--- src/sv/scs_pkg.sv ---
// Shared types, codes and helper functions of the sensor command target.
`timescale 1ns / 1ps
package scs_pkg;

  // Input command codes
  localparam logic [1:0] CMD_ADDR   = 2'd0;
  localparam logic [1:0] CMD_DATA   = 2'd1;
  localparam logic [1:0] CMD_ANSWER = 2'd2;

  // Event codes
  localparam logic [3:0] EV_OK       = 4'd0;
  localparam logic [3:0] EV_PWR_ON   = 4'd1;
  localparam logic [3:0] EV_PWR_OFF  = 4'd2;
  localparam logic [3:0] EV_PWR_BAD  = 4'd3;
  localparam logic [3:0] EV_WRONG    = 4'd4;
  localparam logic [3:0] EV_OVERFLOW = 4'd5;
  localparam logic [3:0] EV_CHK_ERR  = 4'd6;
  localparam logic [3:0] EV_SHUTDOWN = 4'd7;
  localparam logic [3:0] EV_UNKNOWN  = 4'd8;
  localparam logic [3:0] EV_MISMATCH = 4'd9;

  // Bus targets
  localparam logic [1:0] TGT_NONE    = 2'd0;
  localparam logic [1:0] TGT_POWER   = 2'd1;
  localparam logic [1:0] TGT_CONTROL = 2'd2;

  // Power commands
  localparam logic [7:0] PWR_ON_CODE  = 8'h1F;
  localparam logic [7:0] PWR_OFF_CODE = 8'h17;

  // Answer opcodes
  localparam logic [7:0] OP_STATUS   = 8'h0A;
  localparam logic [7:0] OP_IVL_SET  = 8'h0B;
  localparam logic [7:0] OP_IVL_GET  = 8'h0C;
  localparam logic [7:0] OP_SYNC_SET = 8'h0D;
  localparam logic [7:0] OP_SYNC_GET = 8'h0E;
  localparam logic [7:0] OP_SHUTDOWN = 8'h0F;

  // Status types
  localparam logic [7:0] ST_COMMON   = 8'h01;
  localparam logic [7:0] ST_EXTENDED = 8'h02;
  localparam logic [7:0] ST_BOTH     = 8'h03;

  // Check failure answer
  localparam logic [7:0] FAIL_B0 = 8'hFF;
  localparam logic [7:0] FAIL_B1 = 8'h01;
  localparam logic [7:0] FAIL_B2 = 8'hFE;
  localparam logic [7:0] BAD_TYPE = 8'hFF;

  typedef enum logic [2:0] {
    S_IDLE, S_SCAN, S_CHECK, S_OP0, S_OP1, S_RD, S_EMIT
  } state_t;

  typedef enum logic [2:0] {
    M_FAIL, M_SYNC_SET, M_SYNC_GET, M_IVL_SET, M_IVL_GET, M_STATUS
  } mode_t;

  // Number of answer bytes, check byte included
  function automatic logic [5:0] msg_len(input mode_t m, input logic [7:0] sel);
    logic [5:0] n;
    n = 6'd3;
    case (m)
      M_FAIL:     n = 6'd3;
      M_SYNC_SET: n = 6'd10;
      M_SYNC_GET: n = 6'd10;
      M_IVL_SET:  n = 6'd7;
      M_IVL_GET:  n = 6'd14;
      M_STATUS: begin
        if (sel == ST_COMMON) n = 6'd15;
        else if (sel == ST_EXTENDED) n = 6'd33;
        else if (sel == ST_BOTH) n = 6'd45;
        else n = 6'd3;
      end
      default:    n = 6'd3;
    endcase
    return n;
  endfunction

  // Answers that close with an XOR check byte
  function automatic logic has_chk(input mode_t m);
    return (m == M_SYNC_GET) || (m == M_IVL_GET) || (m == M_STATUS);
  endfunction

endpackage

--- src/sv/scs_ram.sv ---
// Generic single write port RAM with registered read.
`timescale 1ns / 1ps
module scs_ram #(
  parameter int WIDTH = 8,
  parameter int DEPTH = 64
) (
  input  logic                     clk,
  input  logic                     we,
  input  logic [$clog2(DEPTH)-1:0] waddr,
  input  logic [WIDTH-1:0]         wdata,
  input  logic [$clog2(DEPTH)-1:0] raddr,
  output logic [WIDTH-1:0]         rdata
);

  logic [WIDTH-1:0] mem [DEPTH];

  // write port
  always_ff @(posedge clk) begin
    if (we) mem[waddr] <= wdata;
  end

  // registered read
  always_ff @(posedge clk) begin
    rdata <= mem[raddr];
  end

endmodule

--- src/sv/sensor_command_slave.sv ---
// Top level of the sensor command target: receive buffer, answer sequencer.
`timescale 1ns / 1ps
// Usage
//   Input items: cmd, rx_byte and read_address are taken at a rising edge with
//   start high and busy low. cmd 0 is an address byte, cmd 1 a data byte,
//   cmd 2 an answer request.
//   Results: tx_byte, has_byte, last and event_res are valid for exactly one
//   cycle while strobe is high; the receiver cannot hold them off.
//   Configuration: cfg_we with cfg_index 0 writes the control address,
//   index 1 the power address; take effect at once.
//   Latency: address, data and ignored items give one empty result in the
//   cycle after the accept and keep busy low, so one item per cycle.
//   An answer request on the control address holds busy high: the XOR scan
//   reads the receive buffer RAM one entry per cycle, S_CHECK tests the sum,
//   S_OP0 and S_OP1 fetch the opcode and type, then every answer byte passes
//   S_RD (RAM read) and S_EMIT (emit).
//   A request to another address, shutdown or unknown opcodes give one empty
//   result. The RAM read port sets the pace of the answer.
//   Reset: clears target, count, sync time, intervals and addresses; the
//   buffer contents are not cleared.
module sensor_command_slave #(
  parameter int RX_DEPTH = 64
) (
  input  logic       clk,
  input  logic       rst,
  input  logic       start,
  output logic       busy,
  input  logic [1:0] cmd,
  input  logic [7:0] rx_byte,
  input  logic [6:0] read_address,
  input  logic       cfg_we,
  input  logic       cfg_index,
  input  logic [6:0] cfg_data,
  output logic       strobe,
  output logic [7:0] tx_byte,
  output logic       has_byte,
  output logic       last,
  output logic [3:0] event_res
);

  localparam int CW = $clog2(RX_DEPTH);
  localparam logic [CW-1:0] LAST_IDX = CW'(RX_DEPTH - 1);

  scs_pkg::state_t state, state_next;
  scs_pkg::mode_t  mode, mode_next;

  logic [6:0]  ctrl_addr, pwr_addr;
  logic [CW-1:0] rx_count, rx_count_next;
  logic [1:0]  bus_target, bus_target_next;
  logic [CW-1:0] scan_i, scan_i_next;
  logic        pend, pend_next;
  logic [7:0]  acc, acc_next;
  logic [5:0]  k, k_next;
  logic [7:0]  op, op_next;
  logic [7:0]  sel, sel_next;
  logic [3:0]  ev, ev_next;
  logic [7:0]  run_xor, run_xor_next;
  logic [63:0] sync_time, sync_time_next;
  logic [95:0] ivl_all, ivl_all_next;
  logic [31:0] ivl_tmp, ivl_tmp_next;
  logic        strobe_next, has_byte_next, last_next;
  logic [7:0]  tx_byte_next;
  logic [3:0]  event_res_next;

  logic          accept;
  logic          ram_we;
  logic [CW-1:0] ram_raddr;
  logic [7:0]    ram_rdata;
  logic [5:0]    km1, km2, len;
  logic [7:0]    byte_out;
  logic [1:0]    sel_m1;
  logic [3:0]    ev_data;

  assign accept = start && !busy;
  assign busy   = (state != scs_pkg::S_IDLE);
  assign ram_we = accept && (cmd == scs_pkg::CMD_DATA);

  // receive buffer
  scs_ram #(.WIDTH(8), .DEPTH(RX_DEPTH)) u_rx_ram (
    .clk   (clk),
    .we    (ram_we),
    .waddr (rx_count),
    .wdata (rx_byte),
    .raddr (ram_raddr),
    .rdata (ram_rdata)
  );

  // configuration registers
  always_ff @(posedge clk) begin
    if (rst) begin
      ctrl_addr <= '0;
      pwr_addr  <= '0;
    end else if (cfg_we) begin
      if (cfg_index) pwr_addr <= cfg_data;
      else ctrl_addr <= cfg_data;
    end
  end

  // state and datapath registers
  always_ff @(posedge clk) begin
    if (rst) begin
      state      <= scs_pkg::S_IDLE;
      rx_count   <= '0;
      bus_target <= scs_pkg::TGT_NONE;
      sync_time  <= '0;
      ivl_all    <= '0;
      strobe     <= 1'b0;
    end else begin
      state      <= state_next;
      rx_count   <= rx_count_next;
      bus_target <= bus_target_next;
      sync_time  <= sync_time_next;
      ivl_all    <= ivl_all_next;
      strobe     <= strobe_next;
    end
  end

  always_ff @(posedge clk) begin
    mode      <= mode_next;
    scan_i    <= scan_i_next;
    pend      <= pend_next;
    acc       <= acc_next;
    k         <= k_next;
    op        <= op_next;
    sel       <= sel_next;
    ev        <= ev_next;
    run_xor   <= run_xor_next;
    ivl_tmp   <= ivl_tmp_next;
    tx_byte   <= tx_byte_next;
    has_byte  <= has_byte_next;
    last      <= last_next;
    event_res <= event_res_next;
  end

  // answer byte selection
  assign km1    = k - 6'd1;
  assign km2    = k - 6'd2;
  assign len    = scs_pkg::msg_len(mode, sel);
  assign sel_m1 = sel[1:0] - 2'd1;

  always_comb begin
    byte_out = 8'h00;
    if (scs_pkg::has_chk(mode) && (k == len - 6'd1)) begin
      byte_out = run_xor;
    end else begin
      case (mode)
        scs_pkg::M_FAIL: begin
          if (k == 6'd0) byte_out = scs_pkg::FAIL_B0;
          else if (k == 6'd1) byte_out = scs_pkg::FAIL_B1;
          else byte_out = scs_pkg::FAIL_B2;
        end
        scs_pkg::M_SYNC_SET, scs_pkg::M_IVL_SET: byte_out = ram_rdata;
        scs_pkg::M_SYNC_GET: begin
          if (k == 6'd0) byte_out = scs_pkg::OP_SYNC_GET;
          else byte_out = sync_time[{km1[2:0], 3'b000} +: 8];
        end
        scs_pkg::M_IVL_GET: begin
          if (k == 6'd0) byte_out = scs_pkg::OP_IVL_GET;
          else byte_out = ivl_all[{km1[3:0], 3'b000} +: 8];
        end
        scs_pkg::M_STATUS: begin
          // status stores are never written and read as zero
          if (k == 6'd0) byte_out = scs_pkg::OP_STATUS;
          else if (k == 6'd1)
            byte_out = (sel == scs_pkg::ST_COMMON || sel == scs_pkg::ST_EXTENDED ||
                        sel == scs_pkg::ST_BOTH) ? sel : scs_pkg::BAD_TYPE;
          else byte_out = 8'h00;
        end
        default: byte_out = 8'h00;
      endcase
    end
  end

  // event of a data byte
  always_comb begin
    ev_data = scs_pkg::EV_OK;
    if (bus_target == scs_pkg::TGT_POWER && rx_count == CW'(1)) begin
      if (rx_byte == scs_pkg::PWR_ON_CODE) ev_data = scs_pkg::EV_PWR_ON;
      else if (rx_byte == scs_pkg::PWR_OFF_CODE) ev_data = scs_pkg::EV_PWR_OFF;
      else ev_data = scs_pkg::EV_PWR_BAD;
    end
    if (rx_count == LAST_IDX) ev_data = scs_pkg::EV_OVERFLOW;
  end

  // sequencer: next state and outputs
  always_comb begin
    state_next      = state;
    mode_next       = mode;
    rx_count_next   = rx_count;
    bus_target_next = bus_target;
    scan_i_next     = scan_i;
    pend_next       = pend;
    acc_next        = acc;
    k_next          = k;
    op_next         = op;
    sel_next        = sel;
    ev_next         = ev;
    run_xor_next    = run_xor;
    sync_time_next  = sync_time;
    ivl_all_next    = ivl_all;
    ivl_tmp_next    = ivl_tmp;
    ram_raddr       = '0;
    strobe_next     = 1'b0;
    tx_byte_next    = 8'h00;
    has_byte_next   = 1'b0;
    last_next       = 1'b0;
    event_res_next  = event_res;

    case (state)
      scs_pkg::S_IDLE: begin
        if (accept) begin
          // default: one empty result
          strobe_next    = 1'b1;
          last_next      = 1'b1;
          event_res_next = scs_pkg::EV_OK;
          case (cmd)
            scs_pkg::CMD_ADDR: begin
              rx_count_next = '0;
              if (rx_byte == {1'b0, pwr_addr}) bus_target_next = scs_pkg::TGT_POWER;
              else if (rx_byte == {1'b0, ctrl_addr})
                bus_target_next = scs_pkg::TGT_CONTROL;
              else event_res_next = scs_pkg::EV_WRONG;
            end
            scs_pkg::CMD_DATA: begin
              event_res_next = ev_data;
              if (rx_count != LAST_IDX) rx_count_next = rx_count + CW'(1);
            end
            scs_pkg::CMD_ANSWER: begin
              if (read_address == ctrl_addr) begin
                strobe_next = 1'b0;
                last_next   = 1'b0;
                state_next  = scs_pkg::S_SCAN;
                scan_i_next = '0;
                pend_next   = 1'b0;
                acc_next    = 8'h00;
              end else begin
                event_res_next = scs_pkg::EV_MISMATCH;
              end
            end
            default: event_res_next = scs_pkg::EV_OK;
          endcase
        end
      end

      // XOR over the buffered bytes, one read per cycle
      scs_pkg::S_SCAN: begin
        ram_raddr = scan_i;
        if (pend) acc_next = acc ^ ram_rdata;
        if (scan_i != rx_count) begin
          scan_i_next = scan_i + CW'(1);
          pend_next   = 1'b1;
        end else begin
          pend_next = 1'b0;
          if (!pend) state_next = scs_pkg::S_CHECK;
        end
      end

      scs_pkg::S_CHECK: begin
        ram_raddr    = '0;
        k_next       = '0;
        run_xor_next = 8'h00;
        if (acc != 8'h00) begin
          ev_next    = scs_pkg::EV_CHK_ERR;
          mode_next  = scs_pkg::M_FAIL;
          state_next = scs_pkg::S_RD;
        end else begin
          ev_next    = scs_pkg::EV_OK;
          state_next = scs_pkg::S_OP0;
        end
      end

      scs_pkg::S_OP0: begin
        op_next    = ram_rdata;
        ram_raddr  = CW'(1);
        state_next = scs_pkg::S_OP1;
      end

      // decode opcode with the type byte
      scs_pkg::S_OP1: begin
        sel_next   = ram_rdata;
        state_next = scs_pkg::S_RD;
        case (op)
          scs_pkg::OP_SYNC_SET: mode_next = scs_pkg::M_SYNC_SET;
          scs_pkg::OP_SYNC_GET: mode_next = scs_pkg::M_SYNC_GET;
          scs_pkg::OP_IVL_SET:  mode_next = scs_pkg::M_IVL_SET;
          scs_pkg::OP_IVL_GET:  mode_next = scs_pkg::M_IVL_GET;
          scs_pkg::OP_STATUS:   mode_next = scs_pkg::M_STATUS;
          default: begin
            state_next     = scs_pkg::S_IDLE;
            strobe_next    = 1'b1;
            last_next      = 1'b1;
            event_res_next = (op == scs_pkg::OP_SHUTDOWN) ? scs_pkg::EV_SHUTDOWN
                                                          : scs_pkg::EV_UNKNOWN;
          end
        endcase
      end

      scs_pkg::S_RD: begin
        ram_raddr  = CW'(k);
        state_next = scs_pkg::S_EMIT;
      end

      scs_pkg::S_EMIT: begin
        strobe_next    = 1'b1;
        has_byte_next  = 1'b1;
        tx_byte_next   = byte_out;
        event_res_next = ev;
        run_xor_next   = run_xor ^ byte_out;
        // capture of set commands
        if (mode == scs_pkg::M_SYNC_SET && k >= 6'd1 && k <= 6'd8)
          sync_time_next[{km1[2:0], 3'b000} +: 8] = ram_rdata;
        if (mode == scs_pkg::M_IVL_SET && k >= 6'd2 && k <= 6'd5)
          ivl_tmp_next[{km2[1:0], 3'b000} +: 8] = ram_rdata;
        if (mode == scs_pkg::M_IVL_SET && k == 6'd6 &&
            (sel == scs_pkg::ST_COMMON || sel == scs_pkg::ST_EXTENDED ||
             sel == scs_pkg::ST_BOTH))
          ivl_all_next[{sel_m1, 5'b00000} +: 32] = ivl_tmp;
        if (k == len - 6'd1) begin
          last_next  = 1'b1;
          state_next = scs_pkg::S_IDLE;
        end else begin
          k_next     = k + 6'd1;
          state_next = scs_pkg::S_RD;
        end
      end

      default: state_next = scs_pkg::S_IDLE;
    endcase
  end

`ifndef SYNTHESIS
  a_done_on_last: assert property (@(posedge clk) disable iff (rst)
    ($fell(busy) && !$past(rst)) |-> (strobe && last))
    else $error("busy dropped without a final result");

  a_count_range: assert property (@(posedge clk) disable iff (rst)
    rx_count <= LAST_IDX)
    else $error("receive count beyond buffer");

  a_mid_busy: assert property (@(posedge clk) disable iff (rst)
    (strobe && !last) |-> busy)
    else $error("partial answer while idle");

  a_byte_strobe: assert property (@(posedge clk) disable iff (rst)
    (state == scs_pkg::S_EMIT) |=> (strobe && has_byte))
    else $error("answer byte not presented");
`endif

endmodule

--- config.mk ---
export PLATFORM = sky130hd
export DESIGN_NAME = sensor_command_slave
export DESIGN_NICKNAME = d
export VERILOG_FILES = /design/src/sv/scs_pkg.sv /design/src/sv/scs_ram.sv /design/src/sv/sensor_command_slave.sv
export SDC_FILE = /design/constraint.sdc
export NUM_CORES = 1
export LEC_CHECK = 0
export ABC_AREA = 1
export BUFFER_PORTS_ARGS = -buffer_cell sky130_fd_sc_hd__buf_4
export CORE_ASPECT_RATIO = 1.1
export CORE_MARGIN = 1.5
export CORE_UTILIZATION = 55
export CTS_CLUSTER_DIAMETER = 60
export CTS_CLUSTER_SIZE = 25
export DETAILED_ROUTE_END_ITERATION = 16
export PLACE_DENSITY = 0.71
export SLEW_MARGIN = 20
export SYNTH_ARGS = -nofsm -noshare
export SYNTH_HDL_FRONTEND = slang
export SYNTH_SLANG_ARGS = --single-unit
--- constraint.sdc ---
create_clock -name clk -period 6.45 [get_ports clk]
set_input_delay 1.6125 -clock clk [delete_from_list [all_inputs] [get_ports clk]]
set_output_delay 1.6125 -clock clk [all_outputs]
set_load 0.03 [all_outputs]
Word-level counts from Yosys, hierarchy flattened
Memories as Yosys holds them, arrays and structs flattened. A register that Yosys moved wholly into a read port is not among the register bits.
Index checks and enable logic that the tools add are counted.
W data, S select, Z words.
{"block": "word_totals", "output_inout_bits": 16, "regBits": 284, "memories": 1, "wordCells": 213, "in_bits": 29, "ram_bits": 512}
{"name": "u_rx_ram.mem", "words": 64, "width": 8, "read_ports": 1, "rd_ports_with_merged_regs": 1, "wr": 1, "line_no": "scs_ram.sv:15", "source": "logic [WIDTH-1:0] mem [DEPTH];"}
{"block": "op_classes", "muxes": 74, "order_cmp": 4, "reduce_logical": 44, "addsub": 10, "shifts": 8, "bitwise_logic": 3, "eq_ne": 47}
{"op": "$bwmux W96", "count": 1}
{"op": "$mux W8", "count": 12}
{"op": "$shift A32 B9 Y96 const A", "count": 1}
{"op": "$shiftx A32 B9 Y96", "count": 1}
{"op": "$shiftx A96 B8 Y8", "count": 1}
{"op": "$bwmux W64", "count": 1}
{"op": "$shift A8 B8 Y64 const A", "count": 1}
{"op": "$shiftx A64 B7 Y8", "count": 1}
{"op": "$shiftx A8 B8 Y64", "count": 1}
{"op": "$mux W6", "count": 9}
{"op": "$eq A8 B4 Y1 const B", "count": 6}
{"op": "$pmux W8 S5", "count": 1}
{"op": "$mux W3", "count": 12}
{"op": "$pmux W6 S2", "count": 3}
{"op": "$bwmux W32", "count": 1}
{"op": "$pmux W8 S2", "count": 2}
{"op": "$shift A8 B7 Y32 const A", "count": 1}
{"op": "$shiftx A8 B7 Y32", "count": 1}
{"op": "$pmux W4 S3", "count": 2}
{"op": "$pmux W6 S4", "count": 1}
{"op": "$pmux W3 S7", "count": 1}
{"op": "$mux W4", "count": 5}
{"op": "$add A6 B1 Y6 const B", "count": 3}
{"op": "$ne A2 B2 Y1 const B", "count": 9}
{"op": "52 further kinds", "count": 113}

Longest topological paths before layout
Gate-level depths: netlist of the first run.
{"block": "depth", "depth_word": 11, "mapped_depth": 19, "depth_no_buf": 18}

Hierarchy
A second synthesis of the first run with hierarchy kept.
{"block": "unflattened", "cells_unflattened": 3549, "area_unflattened_um2": 35019.8}
{"module": "scs_ram", "n_inst": 1, "area_per_inst_um2": 21291.7, "cells_each": 1822}
{"module": "sensor_command_slave", "n_inst": 1, "area_per_inst_um2": 13728.2, "cells_each": 1727}

Least setup slack after synthesis of the first run
Ideal clock, no wire load.
{"block": "synth_path", "path_type": "input to register", "start": "in read_address[0]", "end": "reg acc[0], enable pin", "n_path_buf": 0, "required_time_ns": 6.075, "t_arrival_ns": 2.964, "setup_time_ns": 0.375, "setup_slack_ns": 3.111, "path_stages": 6, "cell_sequence": "or2_2 > a21oi_1 > nand3_1 > nor3_1 > a31oi_1 > a21oi_1"}
{"block": "synth_between", "elab_chain_len": 3}
{"item": "start, declared", "line_no": "sensor_command_slave.sv:30", "source": "input logic [6:0] read_address,"}
{"item": "$eq A7 B7 Y1", "line_no": "sensor_command_slave.sv:229", "source": "if (read_address == ctrl_addr) begin"}
{"item": "$ne A2 B2 Y1 (no source line)"}
{"item": "$reduce_and A5 Y1 (no source line)"}
{"item": "end signal, assigned", "line_no": "sensor_command_slave.sv:122", "source": "acc <= acc_next;"}
{"item": "end, declared", "line_no": "sensor_command_slave.sv:52", "source": "logic [7:0] acc, acc_next;"}
Every way passes these cells.
A chain may end at the register's enable or synchronous reset.

Worst setup path in the final report of the first run
{"block": "layout_path", "start": "reg k[0]", "end": "reg run_xor[2] (data pin)"}
{"block": "layout_between", "elab_chain_len": 7, "elab_cells_between_ends": 17}
{"item": "start, declared", "line_no": "sensor_command_slave.sv:53", "source": "logic [5:0] k, k_next;"}
{"item": "start signal, assigned", "line_no": "sensor_command_slave.sv:123", "source": "k <= k_next;"}
{"item": "$sub A4 B1 Y4 *", "line_no": "sensor_command_slave.sv:136", "source": "assign km1 = k - 6'd1;"}
{"item": "named net km1[0]", "line_no": "sensor_command_slave.sv:69", "source": "logic [5:0] km1, km2, len;"}
{"item": "$shiftx A96 B8 Y8 / $shiftx A64 B7 Y8 (equally long branches)", "line_no": "sensor_command_slave.sv:159, sensor_command_slave.sv:155"}
{"item": "$mux W8 (on tied branches)", "line_no": "sensor_command_slave.sv:158, sensor_command_slave.sv:154"}
{"item": "$pmux W8 S5 *", "line_no": "sensor_command_slave.sv:146", "source": "case (mode)"}
{"item": "$mux W8 *", "line_no": "sensor_command_slave.sv:143", "source": "if (scs_pkg::has_chk(mode) && (k == len - 6'd1)) begin"}
{"item": "$xor A8 B8 Y8 *", "line_no": "sensor_command_slave.sv:308", "source": "run_xor_next = run_xor ^ byte_out;"}
{"item": "$pmux W8 S2 *", "line_no": "sensor_command_slave.sv:209", "source": "case (state)"}
{"item": "end signal, assigned", "line_no": "sensor_command_slave.sv:127", "source": "run_xor <= run_xor_next;"}
{"item": "end, declared", "line_no": "sensor_command_slave.sv:57", "source": "logic [7:0] run_xor, run_xor_next;"}
The timed path passes the listed nets; every way through them passes the cells marked *.

==> flow_summary.toml, run 1 <==
[drt]
wl_per_cell_um = 22.2
routed_via_density = 6.13
routed_wl_um = 91800
drtPass1Iterations = 6
final_antenna_net_count = 0
drc = 0
vias = 25300
drtIter0Drc = 2631

[timing]
setup_viol = 0
post-route-period-util = 0.696
worst_pin_slew_ps = 1190
tns_ps = 0
final_hold_viol_count = 0
holdWs_ps = 452
fmax_mhz = 223
slew_viol_final = 0
rsz0062_at_grt = "false"
skew_ps = 34.4
max_slew_margin = 0.202
min_period_ps = 4490

[hold_path]
min_path_type = "reg2reg"
holdPathEnd = "ivl_all[5]"
min_path_cells = 2
hp-start = "ivl_all[5]"

[synth]
ys_seq_elements = 801
yosys.area_share.simple = 0.131
synth_compound_area_frac = 0.159
synth_edf_count = 597
synthXorXnorAreaFrac = 0.00661
yosys_warnings = 0
avgSynthCellArea_um2 = 10.3
synth_cell_types = 50
ys_seq_area_frac = 0.639
synthAdderAreaFrac = 0.00618
syn_inst = 3336
ys.flop_type = "edfxtp_1"
synth-async-reset-ratio = 0
syn_nets = 3382
synth_top_family_by_area = "compound AO/OA/AOI/OAI gates"
synthMuxAreaShare = 0
syn_area_um2 = 34400

[status]
outcome = "finished clean"

[floorplanning]
rows = 96
die-area_um2 = 64100
core_area_um2 = 62100
ios = 45
die_h_um = 265
start_util = 0.554
die_w_um = 242

[power_and_ir_drop]
p_clk_frac = 0.310
p_switching_uw = 3180
seqPwrFrac = 0.541
power.leakage_uw = 0.0127
vdd_drop_max_mv = 0.282
power.density_nw_per_um2 = 293
p_sw_frac = 0.295
p_total_uw = 10800
intPower_uw = 7610
combinationalPowerShare = 0.149

[clocking]
cts.path.max_buffers = 3
clockRootBuffer = "clkbuf_16"
cts_buffers = 47
cts_setup_buffers = 0
clkSlewWorstSetupHoldPaths_ps = 90
cts.sinks = 801
cts_max_level = 2
ctsHoldBuffers = 0
clk-insertion-delay-late_ps = 640
post_cts_resized = 0
cts_tree = "yes"

[setup_path]
worstSetupPathType = "reg2reg"
critPathLaunchType = "register"
crit_fanout = 26
required_ps = 6820
r2r-end = "run_xor[2]"
reg2regPathDepth = 15
rrSetupSlack_ps = 1960
cp-end-kind = "register"
arrival_ps = 4860
rr_startpoint = "k[0]"

[global_route]
grt_pass1_wl_um = 141000
grt-ovfl-total = 0
antenna_found_initial = 1
grt_util_all_layers = 0.282
grt_max_degree = 257
grt_pass1_vias = 24500

[cells_and_area]
design_area_um2 = 36800
area_delta_synth_final_pct = 6.77
drive_above_1_share = 0.0610
final_nets = 3306

[placement]
hpwlAfterDp_um = 57400
port_buffers = 44
postPlaceCellArea_um2 = 35200
gp_congestion = 0.947

[run]
cap_violations = 0
==> worst max path at each step <==
stage,start,cells after the start,to,slack [ps]
global route,k[0],15,run_xor[2],1730
detailed placement,k[0],15,run_xor[2],2070
floorplan,read_address[0],6,acc[0],3110
finish,k[0],15,run_xor[2],1960
CTS,k[0],15,run_xor[2],2090
global placement,read_address[0],7,acc[5],2150
==> Yosys cell counts (all sizes together) (26+ instances only) <==
| master | n | share of area |
|---|---|---|
| o22ai | 44 | 0.0082 |
| nor2 | 591 | 0.067 |
| a211oi | 99 | 0.022 |
| a21oi | 252 | 0.037 |
| dfxtp | 204 | 0.12 |
| clkbuf | 106 | 0.012 |
| inv | 284 | 0.031 |
| nand3 | 209 | 0.031 |
| edfxtp | 597 | 0.52 |
| nor3 | 26 | 0.0039 |
| o211ai | 134 | 0.029 |
| buf | 94 | 0.015 |
| o21ai | 363 | 0.053 |
| nand2 | 213 | 0.023 |
==> power groups by stage <==
stage	sequential, uW	clock [uW]	combinational (uW)
2_1_floorplan	5830	0	1100
3_3_place_gp	5950	0	1530
3_5_place_dp	5950	0	1570
4_1_cts	5830	3370	1570
5_1_grt	5840	3540	1750
6_report	5830	3350	1600
==> cell families (layout without fill, tap and decap cells) <==
group | Yosys count | in the layout
XOR/XNOR | 26 | 26
buffers and inverters | 489 | 447
AND/OR/NAND/NOR | 1066 | 1066
AO/OA/AOI/OAI | 937 | 937
other | 0 | 1
flip-flops | 801 | 801
adder cells (fa/ha/maj) | 17 | 17
==> critical path, cell delays in order (launching register included) <==
cell and delay, ps:
edfxtp_1 630, inv_1 270, ha_1 440, nor2_2 890
inv_1 600, buf_4 390, o22ai_1 140, a21oi_1 60
a21oi_1 140, o21ai_0 110, nand2_1 70, nand2_1 50
nand3_1 140, nand2_1 90, nand3_1 120, a21oi_1 80
==> cell usage in the layout (no fill, tap or decap), drive strengths merged, types with 7 or more instances in the layout <==
| cell | n |
|---|---|
| o21a | 20 |
| nand4 | 14 |
| buf | 75 |
| nand2 | 213 |
| o21ai | 363 |
| o211ai | 134 |
| nor2 | 591 |
| clkinv | 18 |
| ha | 17 |
| nand3 | 209 |
| edfxtp | 597 |
| dfxtp | 204 |
| o22ai | 44 |
| a21oi | 252 |
| xor2 | 11 |
| nor4 | 7 |
| a31oi | 9 |
| clkbuf | 55 |
| inv | 295 |
| xnor2 | 15 |
| a211oi | 99 |
| nor3 | 26 |
==> state kept, by name, summed over array words and instances (netlist names), 6 cells and up <==
register / flops
u_rx_ram.mem: 512
ivl_all: 96
sync_time: 64
ivl_tmp: 32
acc: 8
op: 8
run_xor: 8
sel: 8
tx_byte: 8
u_rx_ram.rdata: 8
ctrl_addr: 7
pwr_addr: 7
k: 6
rx_count: 6
scan_i: 6
==> layout make-up <==
cell class | instances | area [um^2]
Antenna cell | 1 | 2.50
Clock buffer | 55 | 1230
Clock inverter | 28 | 349
Fill cell | 5245 | 25300
Inverter | 289 | 1090
Multi-Input combinational cell | 2046 | 10500
Sequential cell | 801 | 22000
Tap cell | 833 | 1040
Timing Repair Buffer | 75 | 588
==> routing by layer <==
layer | vias up | track usage | share of wire
met5 | - | 0 | 0.000098
met4 | 2 | 0.130 | 0.046
met3 | 266 | 0.0435 | 0.085
met2 | 1330 | 0.482 | 0.48
met1 | 12100 | 0.356 | 0.39
li1 | 11600 | - | -
==> per-stage QoR <==
| step | setup WS, ps | std cells | util |
|---|---|---|---|
| 2_1_floorplan | 3110 | 3336 | - |
| 3_3_place_gp | 2150 | 4044 | 0.567 |
| 3_5_place_dp | 2070 | 4044 | 0.567 |
| 4_1_cts | 2090 | 4127 | 0.592 |
| 5_1_grt | 1730 | 4127 | 0.592 |
| 6_report | 1960 | 4128 | 0.592 |
(Power assumes the default switching activity.)
==> inputs of run 2 (changes only) <==
- ABC_AREA: 1 -> 0
- clock period: 6.45 -> 4.5 ns (I/O delays scaled with it)
==> run 2 against run 1 <==
Against the previous run:
- combinational power up 120%
- clock-buffer cell count down 3
- first-iteration DRC count down 23%
- power up 57%
- sequential power up 46%
- non-clock buffer count up 47
- final area up 1.1%
- wire length down 7.1%
- critical path depth down 4
- register-to-register slack worse by 1400 ps
- worst hold slack better by 0.56 ps
- setup slack worse by 1400 ps
- critical endpoint is now run_xor[1]
==> flow_summary.toml, run 2 <==
[floorplanning]
die_w_um = 241
rows = 95
start_util = 0.559
ios = 45
die_h_um = 265
die-area_um2 = 63800
core_area_um2 = 61300

[timing]
fmax_mhz = 253
skew_ps = 42.3
min_period_ps = 3950
setup_viol = 0
tns_ps = 0
max_slew_margin = 0.336
rsz0062_at_grt = "false"
worst_pin_slew_ps = 992
final_hold_viol_count = 0
slew_viol_final = 0
post-route-period-util = 0.877

[placement]
numPlacedInstances = 3383
gp_congestion = 0.891
postPlaceCellArea_um2 = 35500
port_buffers = 44
hpwlAfterDp_um = 55800

[clocking]
cts_setup_buffers = 0
ctsHoldBuffers = 0
cts.sinks = 801
cts_max_level = 2
clockRootBuffer = "clkbuf_16"
cts.path.max_buffers = 3
cts_buffers = 47
post_cts_resized = 0
clk-insertion-delay-late_ps = 630
cts_tree = "yes"
clkSlewWorstSetupHoldPaths_ps = 100

[power_and_ir_drop]
p_clk_frac = 0.289
intPower_uw = 11800
seqPwrFrac = 0.502
vdd_drop_max_mv = 0.526
p_sw_frac = 0.305
p_switching_uw = 5170
power.leakage_uw = 0.0129
power.density_nw_per_um2 = 457
combinationalPowerShare = 0.209

[synth]
syn_inst = 2607
avgSynthCellArea_um2 = 13.1
ys.flop_type = "edfxtp_1"
synth_edf_count = 597
synthTopCellsByArea = "edfxtp_1, dfxtp_1, mux2i_1"
synth_cell_types = 86
synth_top_cell_by_area = "edfxtp_1"
syn_area_um2 = 34300
syn_nets = 2653
synth-async-reset-ratio = 0
yosys_warnings = 0
ys_seq_area_frac = 0.643
synth_most_common_cell = "edfxtp_1"
synth_top_area_share = 0.523
ys_seq_elements = 801
ys_top_cells_by_count = "edfxtp_1, nand2_1, nor2_1"

[setup_path]
crit_fanout = 8
rrSetupSlack_ps = 550
worstSetupPathType = "reg2reg"
worst_path_most_repeated_cell = "nand2_1"
slowest_delay_ps = 510
critical_path.cell_chain = "nor4_4 -> nand2_1 -> a2111oi_0 -> ha_1 -> nand3_1 -> or3_1 -> and4_1 -> a2111oi_2 -> nand3_2 -> nand2_1 -> nor2_1"
r2r-end = "run_xor[1]"
required_ps = 4880
rr_startpoint = "sel[5]"
crit_path_top_delay_cell = "a2111oi_2"
critPathLaunchType = "register"
crit_path_start = "sel[5]"
reg2regPathDepth = 11
arrival_ps = 4320
cpLargestDelayFamily = "simple AND/OR/NAND/NOR gates"
crit_end = "run_xor[1]"
cp-end-kind = "register"
crit_buf_inv = 0
critical_path_cell_count = 11

[cells_and_area]
area_delta_synth_final_pct = 8.51
reg_top3 = "u_rx_ram.mem x512, ivl_all x96, sync_time x64"
largest_reg_flops = 512
nFillCells = 4771
seq_area_um2 = 22000
design_area_um2 = 37200
drive_above_1_share = 0.134
mostFrequentLayoutCells = "edfxtp_1, nand2_1, nor2_1"
antenna_cells = 0
stdcell_count = 3466
utilization = 0.606
top_register = "u_rx_ram.mem"
multi_input_area_um2 = 11400
final_common_cell = "edfxtp_1"
final_nets = 2654

[drt]
drc = 0
wl_per_cell_um = 24.6
drtIter0Drc = 2037
routed_via_density = 6.20
vias = 21500
routed_wl_um = 85300
drtPass1Iterations = 6
final_antenna_net_count = 0

[global_route]
antenna_found_initial = 1
grt_max_degree = 79
grt_pass1_wl_um = 129000
grt_util_all_layers = 0.268
grt_pass1_vias = 21100
grt-ovfl-total = 0

[run]
cap_violations = 0

[hold_path]
min_path_type = "reg2reg"

[status]
outcome = "finished clean"
## run 2: worst min path at each step
| stage | from | to | depth (start not counted) |
|---|---|---|---|
| floorplan | u_rx_ram.rdata[0] | op[0] | 0 |
| global placement | ivl_all[0] | ivl_all[0] | 2 |
| detailed placement | ivl_all[44] | ivl_all[44] | 2 |
| CTS | ivl_all[44] | ivl_all[44] | 2 |
| global route | ivl_all[44] | ivl_all[44] | 2 |
| finish | ivl_all[9] | ivl_all[9] | 2 |
## run 2: cell families (layout without fill, tap and decap cells)
| group | Yosys count | after routing | share of synthesized area |
|---|---|---|---|
| XOR/XNOR | 57 | 57 | 0.0148 |
| multiplexers | 298 | 298 | 0.119 |
| AND/OR/NAND/NOR | 904 | 904 | 0.123 |
| buffers and inverters | 186 | 221 | 0.0249 |
| adder cells (fa/ha/maj) | 17 | 17 | 0.00621 |
| flip-flops | 801 | 801 | 0.643 |
| AO/OA/AOI/OAI | 344 | 344 | 0.0694 |
## run 2: worst register-to-register path, stage by stage (launching register included)
cell and delay (ps):
edfxtp_1 420, nor4_4 440, nand2_1 230, a2111oi_0 480, ha_1 300, nand3_1 110, or3_1 360, and4_1 210
a2111oi_2 510, nand3_2 250, nand2_1 280, nor2_1 100
## run 2: metal layers
metal / up-vias / GRT usage / share of wire
met3: 185 / 0.0330 / 0.056
met5: - / 0 / 0
met4: 0 / 0.101 / 0.039
met2: 802 / 0.456 / 0.50
li1: 9701 / - / -
met1: 10800 / 0.351 / 0.40
## run 2: area by class of cell
| cell class | instances | share of cell area |
|---|---|---|
| Clock buffer | 52 | 0.0327 |
| Tap cell | 824 | 0.0277 |
| Inverter | 16 | 0.00162 |
| Multi-Input combinational cell | 1620 | 0.307 |
| Clock inverter | 31 | 0.0111 |
| Timing Repair Buffer | 122 | 0.0273 |
| Sequential cell | 801 | 0.592 |
## run 2: metrics by stage
| step | hold WS, ps | power, uW | setup slack, ps |
|---|---|---|---|
| finish | 452 | 17000 | 554 |
| global route | 469 | 17600 | 240 |
| CTS | 454 | 17000 | 525 |
| detailed placement | 442 | 12200 | 569 |
| global placement | 435 | 12100 | 645 |
| floorplan | 424 | 11000 | 1040 |
## run 2: power by group through the flow
stage,Combinational [uW],Sequential [uW],Clock [uW]
final,3550,8520,4910
after global placement,3450,8670,0
after floorplan,2470,8510,0
after global routing,3790,8550,5220
after detailed placement,3510,8680,0
after CTS,3530,8510,4970
